**config.mk**
```make
export PLATFORM = sky130hd
export DESIGN_NAME = panel_serial_link_controller
export DESIGN_NICKNAME = d
export VERILOG_FILES = /design/src/rtl/pslc_pkg.sv /design/src/rtl/panel_serial_link_controller.sv /design/src/rtl/pslc_ram.sv /design/src/rtl/pslc_front.sv /design/src/rtl/pslc_back.sv /design/src/rtl/pslc_fifo.sv
export SDC_FILE = /design/constraint.sdc
export NUM_CORES = 1
export LEC_CHECK = 0
export BUFFER_PORTS_ARGS = -buffer_cell sky130_fd_sc_hd__buf_2
export CORE_ASPECT_RATIO = 0.5
export CORE_MARGIN = 3
export CORE_UTILIZATION = 55
export CTS_CLUSTER_SIZE = 14
export DETAILED_ROUTE_END_ITERATION = 10
export GPL_TIMING_DRIVEN = 0
export MAX_ROUTING_LAYER = met4
export PLACE_DENSITY = 0.72
export SLEW_MARGIN = 25
export SYNTH_ARGS = -nofsm -noshare
export SYNTH_HDL_FRONTEND = slang
export SYNTH_SLANG_ARGS = --single-unit
```
**constraint.sdc**
```tcl
create_clock -name clk_i -period 8.91 [get_ports clk_i]
set_input_delay 0.891 -clock clk_i [delete_from_list [all_inputs] [get_ports clk_i]]
set_output_delay 0.891 -clock clk_i [all_outputs]
set_load 0.05 [all_outputs]
```
**src/rtl/pslc_pkg.sv**
```systemverilog
// ----------------------------------------------------------------------------
// pslc_pkg
// Types and constants shared by the panel serial link controller.
// ----------------------------------------------------------------------------
package pslc_pkg;

  localparam int unsigned ReplyDepthDef   = 16;
  localparam int unsigned SegmentCountDef = 16;
  localparam int unsigned QueueDepth      = 4;

  typedef enum logic [2:0] {
    FUNC_TX_BYTE    = 3'd0,
    FUNC_RX_ENABLE  = 3'd1,
    FUNC_ATN_REARM  = 3'd2,
    FUNC_ATN_EVENT  = 3'd3,
    FUNC_BYTE_EVENT = 3'd4,
    FUNC_ANALOG     = 3'd5,
    FUNC_SEGMENT    = 3'd6,
    FUNC_UNUSED     = 3'd7
  } func_e;

  typedef enum logic [2:0] {
    KIND_LED       = 3'd0,
    KIND_SCHED_ATN = 3'd1,
    KIND_SCHED_B60 = 3'd2,
    KIND_SCHED_B120 = 3'd3,
    KIND_ATN       = 3'd4,
    KIND_RX_DATA   = 3'd5
  } kind_e;

  typedef struct packed {
    logic [2:0] func;
    logic [7:0] tx_data;
    logic [6:0] vol_setting;
    logic [7:0] dial_position;
    logic [6:0] tempo_setting;
    logic [3:0] segment_index;
    logic [7:0] segment_bits;
    logic [7:0] segment_addr;
  } in_t;

  typedef struct packed {
    logic [2:0] kind;
    logic [7:0] byte_a;
    logic [7:0] byte_b;
    logic       last;
  } out_t;

  // Classified request passed from front to back.
  typedef enum logic [2:0] {
    OP_NONE    = 3'd0,
    OP_PUT     = 3'd1,
    OP_ENQ     = 3'd2,
    OP_RX_EN   = 3'd3,
    OP_BYTE_EV = 3'd4
  } op_e;

  typedef struct packed {
    op_e        op;
    logic [7:0] a0;
    logic [7:0] b0;
    logic [7:0] a1;
    logic [7:0] b1;
    logic [7:0] a2;
    logic [7:0] b2;
    logic [1:0] cnt;     // packets for OP_ENQ (1..3)
    kind_e      kind;
  } cmd_t;

  // Back-end state machine.
  typedef enum logic [1:0] {
    B_IDLE = 2'd0,
    B_WR   = 2'd1,
    B_READ = 2'd2,
    B_EMIT = 2'd3
  } bstate_e;

  localparam logic [7:0] ReplyHead  = 8'h18;
  localparam logic [7:0] VolAddr    = 8'hd2;
  localparam logic [7:0] DialAddr   = 8'h10;
  localparam logic [7:0] TempoAddr  = 8'h17;
  localparam logic [7:0] NoPath     = 8'hff;

  function automatic logic is_handshake(input logic [7:0] c);
    return c == 8'h1f || c == 8'h1d || c == 8'h1e || c == 8'h20 ||
           c == 8'he0 || c == 8'h29 || c == 8'hdd;
  endfunction

  // 255 - round(v*255/100), v clamped to 100.
  // Divide by 100 as multiply by 5243 and shift by 19; exact for p <= 25550.
  function automatic logic [7:0] vol_map(input logic [6:0] v);
    logic [6:0]  c;
    logic [14:0] p;
    logic [27:0] m;
    logic [7:0]  q;
    c = (v > 7'd100) ? 7'd100 : v;
    p = 15'(c) * 15'd255 + 15'd50;
    m = 28'(p) * 28'd5243;
    q = m[26:19];
    return 8'd255 - q;
  endfunction

endpackage

```
**src/rtl/panel_serial_link_controller.sv**
```systemverilog
// ----------------------------------------------------------------------------
// panel_serial_link_controller
// Front-panel link controller: deframes host bytes, queues replies, scans.
//
// Input channel in_valid_i/in_ready_o carries one request (in_i). Output
// channel out_valid_o/out_ready_i carries result items (out_o); the last
// item caused by a request has last set. Requests causing no result give
// nothing on the output.
// The front accepts one request per cycle into a four-entry command queue
// while the queue has room. The back writes reply bytes one per cycle into
// the reply RAM and emits at most one result per cycle; a byte event first
// reads the RAM in a separate read state. The back works on one command at
// a time, and a command that queues packets is held until all are done.
// Every result leaves through the registered output, after the read state
// for a byte event and after the RAM writes for queued packets.
// After reset the frame position, queue counts and scan history are clear;
// the first analog scan only records values. When the receiver stalls, the
// output register holds and the command queue fills, then in_ready_o drops.
// ----------------------------------------------------------------------------
module panel_serial_link_controller #(
  parameter int unsigned ReplyDepth   = pslc_pkg::ReplyDepthDef,
  parameter int unsigned SegmentCount = pslc_pkg::SegmentCountDef
) (
  input  logic           clk_i,
  input  logic           rst_ni,
  input  logic           in_valid_i,
  output logic           in_ready_o,
  input  pslc_pkg::in_t  in_i,
  output logic           out_valid_o,
  input  logic           out_ready_i,
  output pslc_pkg::out_t out_o
);
  import pslc_pkg::*;

  logic fv, fr, bv, br;
  cmd_t fc, bc;

  pslc_front #(.SegmentCount(SegmentCount)) u_front (
    .clk_i, .rst_ni, .in_valid_i, .in_ready_o, .in_i,
    .cmd_valid_o (fv), .cmd_ready_i (fr), .cmd_o (fc)
  );

  pslc_fifo u_fifo (
    .clk_i, .rst_ni,
    .wvalid_i (fv), .wready_o (fr), .wdata_i (fc),
    .rvalid_o (bv), .rready_i (br), .rdata_o (bc)
  );

  pslc_back #(.ReplyDepth(ReplyDepth)) u_back (
    .clk_i, .rst_ni,
    .cmd_valid_i (bv), .cmd_ready_o (br), .cmd_i (bc),
    .out_valid_o, .out_ready_i, .out_o
  );
endmodule

```
**src/rtl/pslc_ram.sv**
```systemverilog
// ----------------------------------------------------------------------------
// pslc_ram
// Generic single-port-write, registered-read RAM.
// ----------------------------------------------------------------------------
module pslc_ram #(
  parameter int unsigned Width = 8,
  parameter int unsigned Depth = 16
) (
  input  logic                     clk_i,
  input  logic                     we_i,
  input  logic [$clog2(Depth)-1:0] waddr_i,
  input  logic [Width-1:0]         wdata_i,
  input  logic [$clog2(Depth)-1:0] raddr_i,
  output logic [Width-1:0]         rdata_o
);
  logic [Width-1:0] mem_q [Depth];

  always_ff @(posedge clk_i) begin
    if (we_i) begin
      mem_q[waddr_i] <= wdata_i;
    end
    rdata_o <= mem_q[raddr_i];
  end
endmodule

```
**src/rtl/pslc_front.sv**
```systemverilog
// ----------------------------------------------------------------------------
// pslc_front
// Accepts requests, tracks framing and scan history, emits classified commands.
// ----------------------------------------------------------------------------
module pslc_front #(
  parameter int unsigned SegmentCount = pslc_pkg::SegmentCountDef
) (
  input  logic            clk_i,
  input  logic            rst_ni,
  input  logic            in_valid_i,
  output logic            in_ready_o,
  input  pslc_pkg::in_t   in_i,
  output logic            cmd_valid_o,
  input  logic            cmd_ready_i,
  output pslc_pkg::cmd_t  cmd_o
);
  import pslc_pkg::*;

  localparam int unsigned SegW = (SegmentCount > 1) ? $clog2(SegmentCount) : 1;

  logic [2:0] frame_pos_q, frame_pos_d;
  logic [7:0] pay1_q, pay1_d, pay2_q, pay2_d;
  logic [7:0] vol_prev_q, vol_prev_d, dial_prev_q, dial_prev_d;
  logic [6:0] tempo_prev_q, tempo_prev_d;
  logic       synced_q, synced_d;
  logic [7:0] seg_prev_q [SegmentCount];
  logic       acc;
  logic [7:0] vol, d7;
  logic [6:0] adj, tp1, tm1, diff;
  logic       up, vch, dch, tch, seg_ok;
  logic [1:0] n;
  logic [7:0] qa [3];
  logic [7:0] qb [3];
  logic [3:0] sidx;
  logic [SegW-1:0] seg_idx;

  assign in_ready_o  = cmd_ready_i;
  assign cmd_valid_o = acc;
  assign acc         = in_valid_i && cmd_ready_i;
  assign sidx        = in_i.segment_index;
  assign seg_idx     = SegW'(sidx);

  always_comb begin
    vol  = vol_map(in_i.vol_setting);
    adj  = (in_i.tempo_setting > 7'd100) ? in_i.tempo_setting - 7'd101
                                          : in_i.tempo_setting;
    // forward distance around the 101 ring
    diff = (adj >= tempo_prev_q) ? adj - tempo_prev_q : adj + 7'd101 - tempo_prev_q;
    up   = (diff <= 7'd50);
    tp1  = (tempo_prev_q == 7'd100) ? 7'd0 : tempo_prev_q + 7'd1;
    tm1  = (tempo_prev_q == 7'd0) ? 7'd100 : tempo_prev_q - 7'd1;
    vch  = synced_q && vol != vol_prev_q;
    dch  = synced_q && in_i.dial_position != dial_prev_q;
    tch  = synced_q && adj != tempo_prev_q;
    d7   = up ? 8'h01 : 8'hff;
    seg_ok = (32'(sidx) < SegmentCount) && in_i.segment_addr != NoPath &&
             in_i.segment_bits != seg_prev_q[seg_idx];

    // pack analog packets in order
    n = 2'd0;
    qa[0] = '0; qb[0] = '0; qa[1] = '0; qb[1] = '0; qa[2] = '0; qb[2] = '0;
    if (vch) begin
      qa[n] = VolAddr; qb[n] = vol; n = n + 2'd1;
    end
    if (dch) begin
      qa[n] = DialAddr; qb[n] = in_i.dial_position; n = n + 2'd1;
    end
    if (tch) begin
      qa[n] = TempoAddr; qb[n] = d7; n = n + 2'd1;
    end

    frame_pos_d  = frame_pos_q;
    pay1_d       = pay1_q;
    pay2_d       = pay2_q;
    vol_prev_d   = vol_prev_q;
    dial_prev_d  = dial_prev_q;
    tempo_prev_d = tempo_prev_q;
    synced_d     = synced_q;
    cmd_o        = '0;
    cmd_o.op     = OP_NONE;
    cmd_o.kind   = KIND_LED;

    case (func_e'(in_i.func))
      FUNC_TX_BYTE: begin
        if (frame_pos_q == 3'd2) pay1_d = in_i.tx_data;
        if (frame_pos_q == 3'd4) pay2_d = in_i.tx_data;
        frame_pos_d = frame_pos_q + 3'd1;
        if (frame_pos_q == 3'd6) begin
          frame_pos_d = 3'd0;
          if (is_handshake(pay1_q)) begin
            cmd_o.op  = OP_ENQ;
            cmd_o.cnt = 2'd1;
            cmd_o.a0  = ReplyHead;
          end else begin
            cmd_o.op   = OP_PUT;
            cmd_o.kind = KIND_LED;
            cmd_o.a0   = pay1_q;
            cmd_o.b0   = pay2_q;
          end
        end
      end
      FUNC_RX_ENABLE:  cmd_o.op = OP_RX_EN;
      FUNC_ATN_REARM: begin
        cmd_o.op = OP_PUT; cmd_o.kind = KIND_SCHED_ATN;
      end
      FUNC_ATN_EVENT: begin
        cmd_o.op = OP_PUT; cmd_o.kind = KIND_ATN;
      end
      FUNC_BYTE_EVENT: cmd_o.op = OP_BYTE_EV;
      FUNC_ANALOG: begin
        synced_d = 1'b1;
        if (!synced_q || vch) vol_prev_d = vol;
        if (!synced_q || dch) dial_prev_d = in_i.dial_position;
        if (!synced_q) tempo_prev_d = adj;
        else if (tch) tempo_prev_d = up ? tp1 : tm1;
        if (n != 2'd0) begin
          cmd_o.op = OP_ENQ;
          cmd_o.cnt = n;
        end
        cmd_o.a0 = qa[0]; cmd_o.b0 = qb[0];
        cmd_o.a1 = qa[1]; cmd_o.b1 = qb[1];
        cmd_o.a2 = qa[2]; cmd_o.b2 = qb[2];
      end
      FUNC_SEGMENT: begin
        if (seg_ok) begin
          cmd_o.op  = OP_ENQ;
          cmd_o.cnt = 2'd1;
          cmd_o.a0  = in_i.segment_addr;
          cmd_o.b0  = in_i.segment_bits;
        end
      end
      default: ;
    endcase
  end

  always_ff @(posedge clk_i or negedge rst_ni) begin
    if (!rst_ni) begin
      frame_pos_q  <= '0;
      pay1_q       <= '0;
      pay2_q       <= '0;
      vol_prev_q   <= '0;
      dial_prev_q  <= '0;
      tempo_prev_q <= '0;
      synced_q     <= 1'b0;
      for (int i = 0; i < SegmentCount; i++) seg_prev_q[i] <= '0;
    end else if (acc) begin
      frame_pos_q  <= frame_pos_d;
      pay1_q       <= pay1_d;
      pay2_q       <= pay2_d;
      vol_prev_q   <= vol_prev_d;
      dial_prev_q  <= dial_prev_d;
      tempo_prev_q <= tempo_prev_d;
      synced_q     <= synced_d;
      if (func_e'(in_i.func) == FUNC_SEGMENT && seg_ok) begin
        seg_prev_q[seg_idx] <= in_i.segment_bits;
      end
    end
  end
endmodule

```
**src/rtl/pslc_back.sv**
```systemverilog
// ----------------------------------------------------------------------------
// pslc_back
// Runs commands against the reply byte queue and emits result items.
// ----------------------------------------------------------------------------
module pslc_back #(
  parameter int unsigned ReplyDepth = pslc_pkg::ReplyDepthDef
) (
  input  logic            clk_i,
  input  logic            rst_ni,
  input  logic            cmd_valid_i,
  output logic            cmd_ready_o,
  input  pslc_pkg::cmd_t  cmd_i,
  output logic            out_valid_o,
  input  logic            out_ready_i,
  output pslc_pkg::out_t  out_o
);
  import pslc_pkg::*;

  localparam int unsigned AW = $clog2(ReplyDepth);
  localparam int unsigned LW = $clog2(ReplyDepth + 1);

  bstate_e    state_q, state_d;
  logic [LW-1:0] len_q, len_d, pos_q, pos_d;
  logic [1:0] pk_q, pk_d;       // packet being queued
  logic       half_q, half_d;   // byte within packet
  logic       sched_q, sched_d; // owe a schedule-atn result
  logic [1:0] pend_q, pend_d;   // pending results: 0 none
  out_t       r0_q, r0_d, r1_q, r1_d;
  out_t       ob_q, ob_d;
  logic       ov_q, ov_d;
  logic       we;
  logic [7:0] wdata, rdata;
  logic [LW-1:0] wl;
  logic [7:0] pa, pb;

  always_comb begin
    case (pk_q)
      2'd0:    begin pa = cmd_i.a0; pb = cmd_i.b0; end
      2'd1:    begin pa = cmd_i.a1; pb = cmd_i.b1; end
      default: begin pa = cmd_i.a2; pb = cmd_i.b2; end
    endcase
  end

  pslc_ram #(.Width(8), .Depth(ReplyDepth)) u_ram (
    .clk_i,
    .we_i    (we),
    .waddr_i (wl[AW-1:0]),
    .wdata_i (wdata),
    .raddr_i (pos_q[AW-1:0]),
    .rdata_o (rdata)
  );

  function automatic out_t mk(input kind_e k, input logic [7:0] a, input logic [7:0] b);
    out_t r;
    r.kind = k; r.byte_a = a; r.byte_b = b; r.last = 1'b0;
    return r;
  endfunction

  always_comb begin
    state_d = state_q; len_d = len_q; pos_d = pos_q; pk_d = pk_q;
    half_d = half_q; sched_d = sched_q; pend_d = pend_q;
    r0_d = r0_q; r1_d = r1_q; ob_d = ob_q; ov_d = ov_q;
    cmd_ready_o = 1'b0; we = 1'b0; wdata = half_q ? pb : pa; wl = len_q;

    if (ov_q && out_ready_i) ov_d = 1'b0;

    case (state_q)
      B_IDLE: begin
        if (cmd_valid_i) begin
          case (cmd_i.op)
            OP_PUT: begin
              r0_d = mk(kind_e'(cmd_i.kind), cmd_i.a0, cmd_i.b0);
              pend_d = 2'd1; state_d = B_EMIT; cmd_ready_o = 1'b1;
            end
            OP_RX_EN: begin
              cmd_ready_o = 1'b1;
              if (pos_q < len_q) begin
                r0_d = mk(KIND_SCHED_B60, 8'd0, 8'd0);
                pend_d = 2'd1; state_d = B_EMIT;
              end
            end
            OP_BYTE_EV: begin
              cmd_ready_o = 1'b1;
              if (pos_q < len_q) state_d = B_READ;
            end
            OP_ENQ: begin
              pk_d = 2'd0; half_d = 1'b0; sched_d = 1'b0;
              if (pos_q == len_q) begin
                pos_d = '0; len_d = '0;
              end
              state_d = B_WR;
            end
            default: cmd_ready_o = 1'b1;
          endcase
        end
      end
      B_WR: begin
        // one byte a cycle; command held until all packets are done
        if (!half_q && 32'(len_q) + 2 > ReplyDepth) begin
          if (pk_q + 2'd1 == cmd_i.cnt) begin
            cmd_ready_o = 1'b1;
            if (sched_q) begin
              r0_d = mk(KIND_SCHED_ATN, 8'd0, 8'd0);
              pend_d = 2'd1; state_d = B_EMIT;
            end else state_d = B_IDLE;
          end else pk_d = pk_q + 2'd1;
        end else begin
          we = 1'b1;
          len_d = len_q + LW'(1);
          if (!half_q) begin
            if (pos_q == len_q) sched_d = 1'b1;
            half_d = 1'b1;
          end else begin
            half_d = 1'b0;
            if (pk_q + 2'd1 == cmd_i.cnt) begin
              cmd_ready_o = 1'b1;
              if (sched_q) begin
                r0_d = mk(KIND_SCHED_ATN, 8'd0, 8'd0);
                pend_d = 2'd1; state_d = B_EMIT;
              end else state_d = B_IDLE;
            end else pk_d = pk_q + 2'd1;
          end
        end
      end
      B_READ: begin
        r0_d = mk(KIND_RX_DATA, rdata, 8'd0);
        pos_d = pos_q + LW'(1);
        if (pos_q + LW'(1) < len_q) begin
          r1_d = mk(KIND_SCHED_B120, 8'd0, 8'd0);
          pend_d = 2'd2;
        end else pend_d = 2'd1;
        state_d = B_EMIT;
      end
      B_EMIT: begin
        if (!ov_q || out_ready_i) begin
          ob_d = r0_q;
          ob_d.last = (pend_q == 2'd1);
          ov_d = 1'b1;
          r0_d = r1_q;
          pend_d = pend_q - 2'd1;
          if (pend_q == 2'd1) state_d = B_IDLE;
        end
      end
      default: state_d = B_IDLE;
    endcase
  end

  // Multi-packet scheduling: a later packet never re-triggers once queue is busy,
  // and sched is only set by the first fitting packet written onto an empty queue.

  always_ff @(posedge clk_i or negedge rst_ni) begin
    if (!rst_ni) begin
      state_q <= B_IDLE; len_q <= '0; pos_q <= '0; pk_q <= '0;
      half_q <= 1'b0; sched_q <= 1'b0; pend_q <= '0; ov_q <= 1'b0;
    end else begin
      state_q <= state_d; len_q <= len_d; pos_q <= pos_d; pk_q <= pk_d;
      half_q <= half_d; sched_q <= sched_d; pend_q <= pend_d; ov_q <= ov_d;
    end
  end

  always_ff @(posedge clk_i) begin
    r0_q <= r0_d; r1_q <= r1_d; ob_q <= ob_d;
  end

  assign out_valid_o = ov_q;
  assign out_o       = ob_q;
endmodule

```
**src/rtl/pslc_fifo.sv**
```systemverilog
// ----------------------------------------------------------------------------
// pslc_fifo
// Short command queue between front and back.
// ----------------------------------------------------------------------------
module pslc_fifo #(
  parameter int unsigned Depth = pslc_pkg::QueueDepth
) (
  input  logic           clk_i,
  input  logic           rst_ni,
  input  logic           wvalid_i,
  output logic           wready_o,
  input  pslc_pkg::cmd_t wdata_i,
  output logic           rvalid_o,
  input  logic           rready_i,
  output pslc_pkg::cmd_t rdata_o
);
  import pslc_pkg::*;
  localparam int unsigned AW = $clog2(Depth);

  cmd_t            buf_q [Depth];
  logic [AW-1:0]   wp_q, rp_q;
  logic [AW:0]     cnt_q;
  logic            push, pop;

  assign wready_o = cnt_q != (AW+1)'(Depth);
  assign rvalid_o = cnt_q != '0;
  assign rdata_o  = buf_q[rp_q];
  assign push     = wvalid_i && wready_o;
  assign pop      = rvalid_o && rready_i;

  always_ff @(posedge clk_i or negedge rst_ni) begin
    if (!rst_ni) begin
      wp_q <= '0; rp_q <= '0; cnt_q <= '0;
    end else begin
      if (push) wp_q <= wp_q + AW'(1);
      if (pop)  rp_q <= rp_q + AW'(1);
      cnt_q <= cnt_q + (AW+1)'(push) - (AW+1)'(pop);
    end
  end

  always_ff @(posedge clk_i) begin
    if (push) buf_q[wp_q] <= wdata_i;
  end
endmodule
```
# Word-level counts from Yosys, hierarchy flattened
# Memories as Yosys holds them, arrays and structs flattened. A register that Yosys moved wholly into a read port is not among the register bits.
# Cells that the tools add are included.
[totals]
mem_bits_rw = 352
output_inout_bits = 22
inputBits = 57
mem_bits_ro = 0
wordCells = 300
latch_bits = 0
ff_bits = 237
n_memories = 2
[mem_list]
columns = ["memory", "words", "width", "read_ports", "rd_clocked_by_memory_dff", "write_ports", "line", "text"]
rows = [
  ["u_fifo.buf_q", 4, 56, 1, 0, 1, "pslc_fifo.sv:20", "cmd_t buf_q [Depth];"],
  ["u_back.u_ram.mem_q", 16, 8, 1, 1, 1, "pslc_ram.sv:16", "logic [Width-1:0] mem_q [Depth];"],
]
[classes]
n_mux = 114
n_eq_ne = 48
multipliers = 2
n_reduce_logical = 50
bitwise_logic = 9
addsub = 20
n_lt_le_gt_ge = 13
shifts = 0
n_div = 0
[ops]
columns = ["operator", "n"]
rows = [
  ["20-bit two-way mux", 7],
  ["128-bit bitwise mux", 1],
  ["24-bit two-way mux", 4],
  ["8-bit two-way mux", 10],
  ["20-bit one-hot mux with 4 select lines", 1],
  ["7-bit two-way mux", 8],
  ["2-bit two-way mux", 26],
  ["24-bit bitwise mux", 2],
  ["16-bit one-hot mux with 3 select lines", 1],
  ["20-bit one-hot mux with 2 select lines", 1],
  ["18-bit two-way mux", 2],
  ["8-bit binary-select mux with 4-bit select", 1],
  ["8-bit demux with 2-bit select", 2],
  ["8-bit demux with 4-bit select", 1],
  ["32-bit by 5-bit greater-than comparator with 1-bit output (second input constant)", 1],
  ["32-bit two-way mux", 1],
  ["8-bit one-hot mux with 2 select lines", 2],
  ["15-bit by 13-bit multiplier with 27-bit output (second input constant)", 1],
  ["5-bit two-way mux", 5],
  ["8-bit by 5-bit == test with 1-bit output (second input constant)", 3],
  ["1-bit two-way mux", 24],
  ["8-bit != test", 3],
  ["2-bit one-hot mux with 4 select lines", 3],
  ["21-bit bitwise AND", 1],
  ["71 further kinds", 145],
]

# Longest topological paths before layout
[logic_depth]
depth_word = 20
mapped_depth = 46
ltp_nobuf = 45

# By module
# From an unflattened synthesis, not the netlist that was laid out.
[hier_totals]
hier_cells = 2250
area_unflattened_um2 = 32117.1
[by_module_without_submodules]
columns = ["mod", "area_each_um2", "n_inst", "cells_per_inst", "seq_area_each_um2"]
rows = [
  ["pslc_front", 15293.4, 1, 1407, 4279.1],
  ["pslc_fifo", 8569.5, 1, 334, 6901.6],
  ["pslc_ram", 5147.4, 1, 229, 4003.8],
  ["pslc_back", 3106.7, 1, 280, 1646.6],
]

# Least setup slack after synthesis
# Ideal clock, no wire load.
[synth_timing]
path_type = "input port to flip-flop"
from = "input port in_i[35] in the netlist's numbering"
to = "memory u_fifo.buf_q[0][44] in the netlist's numbering, data pin"
arrival_time_ns = 11.037
cell_stages = 43
slack_ns = -2.398
required_time_ns = 8.638
n_path_buf = 1
setup_time_ns = 0.272
path_cell_list = "o21ai_0 > a21oi_1 > or2_2 > fa_1 > fa_1 > fa_1 > inv_1 > fa_1 > inv_1 > ha_1 > a21oi_1 > o21bai_1 > a21oi_1 > o21bai_1 > a21oi_1 > nor4bb_1 > nor3_1 > inv_1 > [7 not listed] > ha_1 > nand2_1 > nor2_1 > o211ai_1 > nor2b_1 > and3_1 > or4_1 > nor3_2 > buf_2 > nand2_1 > nand2_1 > ha_1 > inv_1 > nor2_1 > a31o_2 > nor3b_1 > a2111o_1 > a221o_1"
[synth_rtl]
columns = ["element", "line", "text"]
rows = [
  ["from (decl)", "panel_serial_link_controller.sv:28", "input pslc_pkg::in_t in_i,"],
  ["to (decl)", "pslc_fifo.sv:20", ""],
]

==> metrics.txt <==
clock-pin slew on the worst setup and hold paths=60 ps; Site Rows=58; Initial Utilization=0.564; kind of critical path=in -> reg; count of yosys warnings during synthesis=0; most common cell after layout, fill and taps aside=edfxtp_1; most frequent cells in the layout=307 x edfxtp_1, 198 x inv_1, 197 x dfrtp_1, 168 x mux2_2, 163 x ha_1; post-synthesis adder-cell area fraction=0.143; post-synthesis sequential area ratio=0.499; Synth Area in XOR/XNOR=0.0264; antenna violations before repair=0; TritonCTS clock tree=yes; dpl hpwl=45700 um; Avg Vias per Cell=5.86; syn avg cell area=13.6 um^2; total track usage=0.242; Synth Area in Compound Gates=0.0679; worst hold slack=200 ps; fin crit share=1.17; pre-CTS WS=-2920 ps; vias in the first global route=18100; Post-Synthesis Cells=2113; main combinational cell family by area after synthesis=multiplexers; crit end category=flip-flop; critical path's most frequent cell=fa_1; Slowest-stage cell, CP=fa_2; FF+latch count, synth=512; input/output buffers=67; share of cells above drive strength 1=0.272; Max-Slew Margin vs Limit=0.383; final hold vios=0; final instance area=32900 um^2; largest net degree at the start of global routing=96; mux cell area share after synthesis=0.155; gpl congestion=0.882; H-tree levels=2; crit path launch=in_i[36]; post-route ant nets=0; crit path max fanout=7; main flop type after synthesis=edfxtp_1; Iter 0 DRT Violations=1397; Root Buffer=clkbuf_16; clock latency on the worst-skew pair=570 ps; # diodes=0; RSZ-0062 raised after global routing=yes; setup violators final=123; CTS Buf Count=45; Area after DPL=30500 um^2; number of synthesized flops with an enable pin=307; Routed WL=63500 um; Tmin final=10390 ps; Mapped Area=28700 um^2; WP buf/inv=10; crit path DAT=10660 ps; Pre-antenna DRT Iters=5; failing checks=setup timing; worst min path class=in -> async; vias=17600; Final TNS setup=-139580 ps; GR Overflow Total=0; die area=55100 um^2; FFs w/ async S/R, synth=0.385; CTS max path bufs=3; Max Clock Skew=25.5 ps; max cap viols=0; CP max stage delay=600 ps; Post-Synthesis Net Count=2442; max frequency=0.0963 GHz; Final Worst Setup Slack=-1480 ps; CP startpoint kind=input port; synthesis-to-finish area growth=14.7%; synth unique cells=84; CTS Sinks=512; actual slew at the worst max-slew pin=922 ps; RR Startpoint=u_front.tempo_prev_q[3]; Crit path max-delay family=adder cells; first-pass GRT wire length=102000 um; wire per inst=21.1 um; post-synthesis simple-gate area fraction=0.0682; num ports=79; net count reported at finish=2616; Core Box Area=50900 um^2; overall die height=167 um; Die X=329 um; DRC viols=0; status=complete, but fails checks; Crit path required time=9190 ps; Slew Viols, Final=0
[synth_stat cells, drive strengths merged (6+ instances only)]
library cell  count  area share
edfxtp          307        0.32
inv             211       0.028
dfrtp           197        0.17
ha              181       0.079
mux2            168       0.066
mux4            103       0.081
fa               91       0.064
nand2            84       0.011
nor2             69      0.0090
a21oi            61       0.011
o21ai            55      0.0096
clkbuf           50      0.0066
xnor2            48       0.015
and3             38      0.0083
buf              38      0.0068
xor2             35       0.011
nor3             32      0.0058
and2             28      0.0061
a21o             27      0.0071
nor2b            26      0.0057
nand3            23      0.0044
mux2i            21      0.0073
a31oi            18      0.0041
a221o            17      0.0059
a22o             13      0.0040
nand4            13      0.0028
nand2b           11      0.0024
a22oi             8      0.0021
dfxtp             8      0.0056
nor4              8      0.0023
o21a              8      0.0021
o21bai            8      0.0021
a211oi            7      0.0018
a221oi            7      0.0021
or3               7      0.0015
a2111oi           6      0.0021
o22ai             6      0.0013
o31ai             6      0.0016
[timing repair]
| item | CTS | global route |
|---|---|---|
| gates resized for setup | 78 | 46 |
| pin swaps | 58 | 21 |
| hold buffers | 0 | 0 |
| setup endpoints to repair | 124 | 124 |
| buffers inserted | 44 | 10 |
[kinds of logic (layout without fill, tap and decap cells)]
logic type | after synthesis | count (layout)
simple gates | 369 | 369
xor+xnor | 84 | 84
compound gates | 283 | 283
buf+inv | 301 | 510
flops | 512 | 512
mux | 292 | 292
fa+ha+maj | 272 | 272
[flip-flops by register name (all words and copies together) (netlist names), 3 cells and up]
register,flops
u_back.len_q,5
u_back.out_o,20
u_back.r0_q,19
u_fifo.buf_q,140
u_front.seg_prev_q,128
u_front.frame_pos_q,3
u_front.vol_prev_q,8
u_front.dial_prev_q,8
u_fifo.cnt_q,3
u_back.pos_q,5
u_front.pay2_q,8
u_back.u_ram.rdata_o,8
u_front.pay1_q,8
u_front.tempo_prev_q,7
u_back.u_ram.mem_q,128
[layout make-up]
type                       instances  area, um^2
buffer                            88         390
clock buffer                      75        1310
clock inverter                     7        60.1
fill                            3664       18000
inverter                         213         805
multi-input combinational       1300       14200
sequential                       512       14300
tap                              690         863
timing repair buffer             127         996
[through the flow]
step / util / instances
2_1_floorplan: - / 2113
3_3_place_gp: 0.595 / 2870
3_5_place_dp: 0.599 / 2878
4_1_cts: 0.641 / 3004
5_1_grt: 0.646 / 3012
6_report: 0.646 / 3012
[metal layers]
layer / global-route usage / share of wire / up-vias
met5: - / 0 / -
met4: 0.0560 / 0.021 / 0
met3: 0.0336 / 0.058 / 94
met2: 0.383 / 0.47 / 530
met1: 0.338 / 0.45 / 8919
li1: - / - / 8103
[worst register-to-register path, cell delays in order, from the launching register on]
cell	delay, ps
dfrtp_1	320
clkbuf_1	270
inv_1	190
ha_1	300
fa_1	410
or3_1	380
o2111a_1	140
o21ai_0	690
and2_1	220
clkbuf_1	400
buf_1	550
nor2_2	230
a21o_1	270
[final timing paths]
check                                             end  slack, ps  depth (start not counted)
max in group asynchronous       u_front.seg_prev_q[5]       7530                          3
worst max register to register    u_fifo.buf_q[3][25]       4280                         12
worst max-delay path              u_fifo.buf_q[0][44]      -1480                         44
worst min-delay path                  u_back.pos_q[3]        200                          1
worst min register to register        u_back.out_o[9]        420                          0
min in group clk_i                    u_back.out_o[9]        420                          0
Power is not shown: default switching activity piles up to over one toggle a cycle in this logic, so the estimate is an artifact.
